--- src/design/spq_pkg.sv ---
// shared types and constants for the sorted priority queue
`default_nettype none

package spq_pkg;

    // queue depth and field widths
    localparam int CAPACITY = 16;
    localparam int CNT_W    = $clog2(CAPACITY + 1);
    localparam int DATA_W   = 32;
    localparam int PRIO_W   = 16;
    localparam int STAT_W   = 2;
    localparam int OCC_W    = 5;

    // operation codes on the kind field
    localparam logic KIND_ENQ = 1'b0;
    localparam logic KIND_DEQ = 1'b1;

    // result status codes
    localparam logic [STAT_W-1:0] STAT_OK    = 2'd0;
    localparam logic [STAT_W-1:0] STAT_EMPTY = 2'd1;
    localparam logic [STAT_W-1:0] STAT_FULL  = 2'd2;

    typedef struct packed {
        logic                     kind;
        logic signed [DATA_W-1:0] item_data;
        logic        [PRIO_W-1:0] item_priority;
    } t_in_item;

    typedef struct packed {
        logic signed [DATA_W-1:0] out_data;
        logic        [STAT_W-1:0] status;
        logic        [OCC_W-1:0]  occupancy;
    } t_out_item;

    // datapath command issued by the controller
    typedef enum logic [2:0] {
        OP_NONE,
        OP_PUSH,
        OP_PUSH_FULL,
        OP_POP,
        OP_POP_EMPTY
    } t_op;

    // datapath status seen by the controller
    typedef struct packed {
        logic empty;
        logic full;
    } t_dp_stat;

    typedef enum logic {
        ST_IDLE,
        ST_HOLD
    } t_state;

endpackage

`default_nettype wire

--- src/design/sorted_priority_queue.sv ---
// top level of the sorted priority queue: controller plus cell-array datapath
//
// usage
//   input channel (i_in_valid / o_in_ready / i_in_item) carries one operation
//   per beat: kind 0 enqueues item_data at item_priority, kind 1 dequeues the
//   entry with the lowest priority value; equal priorities leave in arrival order
//   output channel (o_out_valid / i_out_ready / o_out_item) returns exactly one
//   result beat per operation: out_data (dequeued word, else zero), status
//   (ok, dequeue on empty, enqueue on full) and occupancy after the operation
//   timing: the result is registered and valid in the cycle after the input beat is accepted
//   throughput: one operation per cycle while i_out_ready is high; the cell array
//   compares every held priority against the new one and shifts cells in the same
//   cycle, and the single output register is refilled in the cycle it is emptied
//   stall: while a result beat waits with i_out_ready low, o_in_ready is low and
//   the queue contents stay frozen; no beat is lost or repeated
//   reset: synchronous, active low; the queue comes up empty with no result
//   pending, and cell contents are don't-care until written
`default_nettype none

module sorted_priority_queue (
    input  wire logic                i_clk,
    input  wire logic                i_rst_n,
    input  wire logic                i_in_valid,
    output logic                     o_in_ready,
    input  wire spq_pkg::t_in_item   i_in_item,
    output logic                     o_out_valid,
    input  wire logic                i_out_ready,
    output spq_pkg::t_out_item       o_out_item
);

    // command and status between the controller and the datapath
    spq_pkg::t_op      op;
    spq_pkg::t_dp_stat dp_stat;

    // handshake control and operation decode
    spq_ctrl u_ctrl (
        .i_clk       (i_clk),
        .i_rst_n     (i_rst_n),
        .i_in_valid  (i_in_valid),
        .o_in_ready  (o_in_ready),
        .i_kind      (i_in_item.kind),
        .o_out_valid (o_out_valid),
        .i_out_ready (i_out_ready),
        .i_stat      (dp_stat),
        .o_op        (op)
    );

    // sorted cells, count and result register
    spq_datapath u_datapath (
        .i_clk   (i_clk),
        .i_rst_n (i_rst_n),
        .i_op    (op),
        .i_item  (i_in_item),
        .o_stat  (dp_stat),
        .o_res   (o_out_item)
    );

endmodule

`default_nettype wire

--- src/design/spq_ctrl.sv ---
// controller: handshake state machine and operation decode
`default_nettype none

module spq_ctrl (
    input  wire logic            i_clk,
    input  wire logic            i_rst_n,
    input  wire logic            i_in_valid,
    output logic                 o_in_ready,
    input  wire logic            i_kind,
    output logic                 o_out_valid,
    input  wire logic            i_out_ready,
    input  wire spq_pkg::t_dp_stat i_stat,
    output spq_pkg::t_op         o_op
);

    spq_pkg::t_state r_state;
    spq_pkg::t_state n_state;
    logic            accept;

    always_ff @(posedge i_clk) begin
        if (!i_rst_n) begin
            r_state <= spq_pkg::ST_IDLE;
        end else begin
            r_state <= n_state;
        end
    end

    always_comb begin
        n_state     = r_state;
        o_out_valid = 1'b0;
        o_in_ready  = 1'b0;
        unique case (r_state)
            spq_pkg::ST_IDLE: begin
                o_in_ready = 1'b1;
            end
            spq_pkg::ST_HOLD: begin
                o_out_valid = 1'b1;
                o_in_ready  = i_out_ready;
                if (i_out_ready) begin
                    n_state = spq_pkg::ST_IDLE;
                end
            end
            default: begin
                n_state = spq_pkg::ST_IDLE;
            end
        endcase

        accept = i_in_valid && o_in_ready;
        o_op   = spq_pkg::OP_NONE;
        if (accept) begin
            n_state = spq_pkg::ST_HOLD;
            if (i_kind == spq_pkg::KIND_DEQ) begin
                o_op = i_stat.empty ? spq_pkg::OP_POP_EMPTY : spq_pkg::OP_POP;
            end else begin
                o_op = i_stat.full ? spq_pkg::OP_PUSH_FULL : spq_pkg::OP_PUSH;
            end
        end
    end

    a_accept_gives_beat: assert property (@(posedge i_clk) disable iff (!i_rst_n)
        accept |=> o_out_valid)
        else $error("accepted item produced no result beat");

    a_op_only_on_accept: assert property (@(posedge i_clk) disable iff (!i_rst_n)
        (o_op != spq_pkg::OP_NONE) |-> accept)
        else $error("datapath command without accepted item");

    a_hold_until_taken: assert property (@(posedge i_clk) disable iff (!i_rst_n)
        (o_out_valid && !i_out_ready) |=> o_out_valid)
        else $error("result beat dropped before it was taken");

endmodule

`default_nettype wire

--- src/design/spq_datapath.sv ---
// datapath: sorted cell array, entry count and result register
`default_nettype none

module spq_datapath (
    input  wire logic              i_clk,
    input  wire logic              i_rst_n,
    input  wire spq_pkg::t_op      i_op,
    input  wire spq_pkg::t_in_item i_item,
    output spq_pkg::t_dp_stat      o_stat,
    output spq_pkg::t_out_item     o_res
);

    logic [spq_pkg::DATA_W-1:0] r_data [spq_pkg::CAPACITY];
    logic [spq_pkg::DATA_W-1:0] n_data [spq_pkg::CAPACITY];
    logic [spq_pkg::PRIO_W-1:0] r_prio [spq_pkg::CAPACITY];
    logic [spq_pkg::PRIO_W-1:0] n_prio [spq_pkg::CAPACITY];
    logic [spq_pkg::CNT_W-1:0]  r_count;
    logic [spq_pkg::CNT_W-1:0]  n_count;
    logic [spq_pkg::CAPACITY-1:0] at_after;
    logic                         sorted;
    spq_pkg::t_out_item           r_res;
    spq_pkg::t_out_item           n_res;

    assign o_stat.empty = (r_count == '0);
    assign o_stat.full  = (r_count == spq_pkg::CNT_W'(spq_pkg::CAPACITY));
    assign o_res        = r_res;

    // a cell is at or after the insertion point if empty or strictly greater
    always_comb begin
        for (int i = 0; i < spq_pkg::CAPACITY; i++) begin
            at_after[i] = (spq_pkg::CNT_W'(i) >= r_count) ||
                          (r_prio[i] > i_item.item_priority);
        end
    end

    always_comb begin
        n_count = r_count;
        for (int i = 0; i < spq_pkg::CAPACITY; i++) begin
            n_data[i] = r_data[i];
            n_prio[i] = r_prio[i];
        end
        case (i_op)
            spq_pkg::OP_PUSH: begin
                n_count = r_count + 1'b1;
                if (at_after[0]) begin
                    n_data[0] = i_item.item_data;
                    n_prio[0] = i_item.item_priority;
                end
                for (int i = 1; i < spq_pkg::CAPACITY; i++) begin
                    if (at_after[i]) begin
                        if (at_after[i-1]) begin
                            n_data[i] = r_data[i-1];
                            n_prio[i] = r_prio[i-1];
                        end else begin
                            n_data[i] = i_item.item_data;
                            n_prio[i] = i_item.item_priority;
                        end
                    end
                end
            end
            spq_pkg::OP_POP: begin
                n_count = r_count - 1'b1;
                for (int i = 0; i < spq_pkg::CAPACITY - 1; i++) begin
                    n_data[i] = r_data[i+1];
                    n_prio[i] = r_prio[i+1];
                end
            end
            default: begin
            end
        endcase
    end

    always_comb begin
        n_res           = r_res;
        n_res.out_data  = '0;
        n_res.occupancy = spq_pkg::OCC_W'(n_count);
        n_res.status    = spq_pkg::STAT_OK;
        case (i_op)
            spq_pkg::OP_POP:       n_res.out_data = r_data[0];
            spq_pkg::OP_POP_EMPTY: n_res.status   = spq_pkg::STAT_EMPTY;
            spq_pkg::OP_PUSH_FULL: n_res.status   = spq_pkg::STAT_FULL;
            default: begin
            end
        endcase
    end

    always_ff @(posedge i_clk) begin
        if (!i_rst_n) begin
            r_count <= '0;
        end else begin
            r_count <= n_count;
        end
    end

    always_ff @(posedge i_clk) begin
        r_data <= n_data;
        r_prio <= n_prio;
        if (i_op != spq_pkg::OP_NONE) begin
            r_res <= n_res;
        end
    end

    // occupied cells keep non-decreasing priority
    always_comb begin
        sorted = 1'b1;
        for (int i = 1; i < spq_pkg::CAPACITY; i++) begin
            if ((spq_pkg::CNT_W'(i) < r_count) && (r_prio[i] < r_prio[i-1])) begin
                sorted = 1'b0;
            end
        end
    end

    a_count_bound: assert property (@(posedge i_clk) disable iff (!i_rst_n)
        r_count <= spq_pkg::CNT_W'(spq_pkg::CAPACITY))
        else $error("entry count above capacity");

    a_sorted: assert property (@(posedge i_clk) disable iff (!i_rst_n)
        sorted)
        else $error("cell array out of priority order");

    a_push_count: assert property (@(posedge i_clk) disable iff (!i_rst_n)
        (i_op == spq_pkg::OP_PUSH) |=> (r_count == $past(r_count) + 1'b1))
        else $error("push did not grow the count");

    a_reject_holds: assert property (@(posedge i_clk) disable iff (!i_rst_n)
        (i_op == spq_pkg::OP_PUSH_FULL || i_op == spq_pkg::OP_POP_EMPTY)
        |=> $stable(r_count))
        else $error("rejected operation changed the count");

endmodule

`default_nettype wire
--- config.mk ---
export PLATFORM = sky130hd
export DESIGN_NAME = sorted_priority_queue
export DESIGN_NICKNAME = d
export VERILOG_FILES = /design/src/design/spq_pkg.sv /design/src/design/sorted_priority_queue.sv /design/src/design/spq_ctrl.sv /design/src/design/spq_datapath.sv
export SDC_FILE = /design/constraint.sdc
export NUM_CORES = 2
export LEC_CHECK = 0
export ABC_AREA = 1
export BUFFER_PORTS_ARGS = -buffer_cell sky130_fd_sc_hd__buf_4
export CORE_MARGIN = 2
export CORE_UTILIZATION = 49
export DETAILED_ROUTE_END_ITERATION = 12
export GPL_TIMING_DRIVEN = 0
export MAX_ROUTING_LAYER = met4
export PLACE_DENSITY = 0.67
export SLEW_MARGIN = 25
export SYNTH_ARGS = -nofsm -noshare
export SYNTH_HDL_FRONTEND = slang
export SYNTH_SLANG_ARGS = --single-unit
--- constraint.sdc ---
create_clock -name i_clk -period 6.2 [get_ports i_clk]
set_input_delay 0.31 -clock i_clk [delete_from_list [all_inputs] [get_ports i_clk]]
set_output_delay 0.31 -clock i_clk [all_outputs]
set_load 0.01 [all_outputs]
==> results.md <==
- The flow ran to the end, and the final reports show no timing, DRC or antenna violations.
- Walking the worst path, the cells encountered are nand2_1, nand2_1, inv_2, nand3_4, nor2_4, inv_2, buf_2, buf_2, nand2_2, buf_12.
- The endpoint arrival time on the critical path is 4.62 ns.
- The pre-antenna-repair detailed-routing pass consisted of 9 iterations.
- In the post-synthesis netlist, the biggest area contributors are sky130_fd_sc_hd__edfxtp_1 47%, sky130_fd_sc_hd__nand2_1 18%, sky130_fd_sc_hd__nand3_1 14%.
- Among cell families on the critical path, the largest total delay comes from buffers and inverters.
- The number of nets produced by synthesis is between 6000 and 7000.
- Of the total power, the share spent switching nets is roughly a third.
- The critical path crosses 10 cells after its start point.
- The die boundary width is between 300 and 400 microns.
- The power per cell area is 307 nW/um^2.
- Setup repair after global routing left no endpoint under its margin.
- The routed layout has 42400 vias.
- Clock latency on the worst-skew pair, taken at its later pin, is 0.67 ns.
- The core box area is 103000 sq um.
- The power share of the clock group is 30.1%.
- The count of non-filler cells in the finished layout is around 8300.
- The netlist uses 35 different library cells.
- The routed wire length is 141 mm.
- After clock tree synthesis, the clock-pin slew on the worst setup and hold paths is 0.06 ns.
- The final hold violation count was 0.
- The iteration-0 DRC count of the detailed router is ~4100.
- The cell type with the largest total area after synthesis is sky130_fd_sc_hd__edfxtp_1.
- Dividing the detail-routed via count by the number of cells gives 5.08.
- The buffers plus inverters on the worst setup path is 5.
- Across the run, the number of max-cap violations was 0.
- The largest single stage delay on the critical path is slightly below 0.8 ns.
- The number of instances in the synthesized netlist is 6618.
- The die height is approximately 330 microns.
- The critical path data required time is 6.55 ns.
- The number of antenna diodes in the final layout is 0.
- The tree built by TritonCTS fans out to 813 sinks.
- The path class of the tightest hold or removal check is in -> reg.
- The number of buffers inserted during clock tree synthesis is 90.
- In this run the cell area of the synthesized design comes to 51100 sq um.
- After synthesis, the largest area contributor takes up a little under half of total cell area.
- Summed over all cells, the static leakage comes to about 28 nW.
- Cell internal power was estimated by the tool at 12.0 mW.
- The element type at the critical path end is a register.
- Setup violations remaining at the end of the flow were counted as 0.
- In this run the tool buffered the top-level ports with 93 buffer cells.
- At the end of the flow the core is filled with cells to 56.1%.
- The root buffer cell is sky130_fd_sc_hd__clkbuf_16.
- The number of buffers inserted by hold repair at cts is 48.
- The initialized floorplan defines 118 standard-cell rows.
- In this run the power spent charging and discharging nets is 5.88 mW.
- The number of antenna violations at the first check in global routing is 3.
- After layout, the minimum clock period comes to between 4 and 5 ns.
- The leftover overflow at the end of global routing is 0.
- After clock tree synthesis, the repair step resized 0 gates.
- In the final layout, the share of cells above drive strength 1 is 7.24%.
- The average footprint of a synthesized cell is 7.72 sq um.
- The overall power consumption is between 15 and 20 mW.
- The transition at the pin with the smallest max-transition slack is ~1.0 ns.
- The number of nets with antenna violations after detailed routing is 0.
- The number of pins with negative max-slew slack in the final report is 0.
- The maximum vdd ir drop is about 0.23 mV.
- Across every metal layer, demand over resource in global routing totals between 20% and 30%.
- The logic gate share of total power is 26.1%.
- The slowest cell on the critical path is sky130_fd_sc_hd__inv_2.
- Sequential cells burn a little over two fifths of the power.
- The maximum buffer depth of the clock tree is 3.
- Once the floorplan was initialized, standard cells occupied 49.4% of the core.
- The sequential fraction of the synthesis area is 47.6%.
- The number of global-route vias before repair is approximately 42000.
- The count of unresolved DRC violations after routing is 0.
- The final HPWL from detailed placement is approximately 110 mm.
- Across the routed clock network, the largest skew measured is about 0.031 ns.
- The critical path is of the reg -> reg type.
- The first global-routing pass estimated between 200 and 250 mm of wire.
- Routability-driven placement finished with a final weighted congestion of 0.923.
- The kind of start point of the critical path is a register.
- Once the clock tree was built, the setup fixing pass inserted 0 buffers.
- The highest fanout seen on the critical path is between 40 and 50.
- The count of boundary I/O pins is 94.
- The final-stage net count is between 7000 and 8000.
- The largest net degree at the start of global routing is 42.
- Yosys printed 0 warnings.
- TritonCTS built the clock tree.
- After detailed routing, the average wire length per cell comes to 16.9 microns.
- The worst pin sits at a relative slew slack of 33.2%.
- Counting cells, the worst reg-to-reg path comes to 10.
- The count of placed standard cells including taps is 8125.
- After layout, the worst path uses 68.8% of the clock period.
- Counting instances, the worst hold path has a depth of 3.
- The floorplan die area is around 110000 sq um.
- The clock tree synthesis step divided the H-tree into 3 levels.
- The area growth from synthesis to final layout is 13.6%.
- Based on the critical path, the design can be clocked at up to 0.235 GHz.
- In this run, synthesis produced a sequential element count of between 800 and 900.
flip-flops by register name (all words and copies together), names as in the netlist:
name                count
u_ctrl.r_state          1
u_datapath.o_res       39
u_datapath.r_count      5
u_datapath.r_data     512
u_datapath.r_prio     256
worst register-to-register path, delay by kind of cell (launching register included):
kind / cells / cell delay [ns]
flops: 1 / 0.30
simple gates: 5 / 1.81
buf+inv: 5 / 1.84
synth_stat cells (all sizes together):
cell / instances
nor4: 2
nand3: 1430
inv: 817
nor3b: 1
a21oi: 102
dfxtp: 6
buf: 213
nor3: 4
nor2: 134
ha: 261
nand4: 20
nand3b: 2
a21o: 14
clkbuf: 228
edfxtp: 807
a31oi: 14
o211ai: 4
a221oi: 1
xor2: 4
nand2: 2477
o21ai: 75
a21boi: 1
o31ai: 1
per-stage QoR:
step | hold slack, ns | TNS [ns] | instance area [sq um] | setup slack [ns]
6_report | 0.122 | 0 | 58100 | 1.94
5_1_grt | 0.104 | 0 | 58100 | 1.83
4_1_cts | 0.0727 | 0 | 58100 | 2.05
3_5_place_dp | 0.502 | 0 | 54700 | 1.95
3_3_place_gp | 0.498 | -850.97 | 53500 | -2.17
2_1_floorplan | 0.408 | 0 | 51100 | 0.257
final cells by class:
| type | instances | area (sq um) |
|---|---|---|
| tap | 1380 | 1730 |
| fill | 9696 | 45400 |
| buffer | 441 | 2060 |
| sequential | 813 | 24400 |
| timing repair buffer | 175 | 2080 |
| clock buffer | 113 | 2380 |
| inverter | 817 | 3070 |
| clock inverter | 51 | 515 |
| multi-input combinational | 4547 | 21900 |
cell families after synthesis:
kind of cell	count (synthesis)	synth area share [%]
simple gates	4070	33.7
xor+xnor	4	0.0685
buf+inv	1258	9.98
flops	813	47.6
compound gates	212	2.27
fa+ha+maj	261	6.39
layer usage:
layer / up-vias / wire length (microns) / global-route usage (%)
li1: 22100 / - / -
met1: 18800 / 65200 / 36.8
met5: - / 0 / -
met3: 215 / 7910 / 2.60
met2: 1238 / 63300 / 43.5
met4: 0 / 4290 / 7.82
power by group through the flow:
stage / clock, mW / combinational [mW] / sequential (mW)
finish: 5.37 / 4.66 / 7.81
global route: 5.63 / 5.32 / 7.90
CTS: 5.44 / 4.64 / 7.80
detailed placement: 0 / 4.59 / 7.91
global placement: 0 / 4.20 / 7.97
floorplan: 0 / 3.10 / 7.83
worst paths after layout:
path / start / slack, ns / end
setup / recovery: u_ctrl.r_state / 1.94 / u_datapath.r_data[51]
hold / removal: i_in_item[48] / 0.12 / u_datapath.o_res[5]
setup reg to reg: u_ctrl.r_state / 1.94 / u_datapath.r_data[51]
hold reg to reg: u_datapath.r_data[9] / 0.51 / u_datapath.r_data[41]
cells in the final DEF, fill, tap and decap left out, types with 6 or more instances in the layout:
cell type                       instances
sky130_fd_sc_hd__clkbuf_16             92
sky130_fd_sc_hd__nand3_1             1428
sky130_fd_sc_hd__ha_1                 261
sky130_fd_sc_hd__clkinv_2              18
sky130_fd_sc_hd__clkbuf_2              15
sky130_fd_sc_hd__inv_1                810
sky130_fd_sc_hd__clkinv_1              16
sky130_fd_sc_hd__buf_16                30
sky130_fd_sc_hd__bufinv_16              9
sky130_fd_sc_hd__inv_2                  6
sky130_fd_sc_hd__o21ai_1                7
sky130_fd_sc_hd__clkbuf_1             234
sky130_fd_sc_hd__buf_2                152
sky130_fd_sc_hd__nand2_1             2475
sky130_fd_sc_hd__edfxtp_1             807
sky130_fd_sc_hd__dlygate4sd3_1         48
sky130_fd_sc_hd__buf_4                138
sky130_fd_sc_hd__a31oi_4               14
sky130_fd_sc_hd__a21o_1                14
sky130_fd_sc_hd__a21oi_1              102
sky130_fd_sc_hd__dfxtp_1                6
sky130_fd_sc_hd__nand4_1               20
sky130_fd_sc_hd__buf_1                 13
sky130_fd_sc_hd__nor2_1               129
sky130_fd_sc_hd__o21ai_0               67
(Power assumes the default switching activity.)
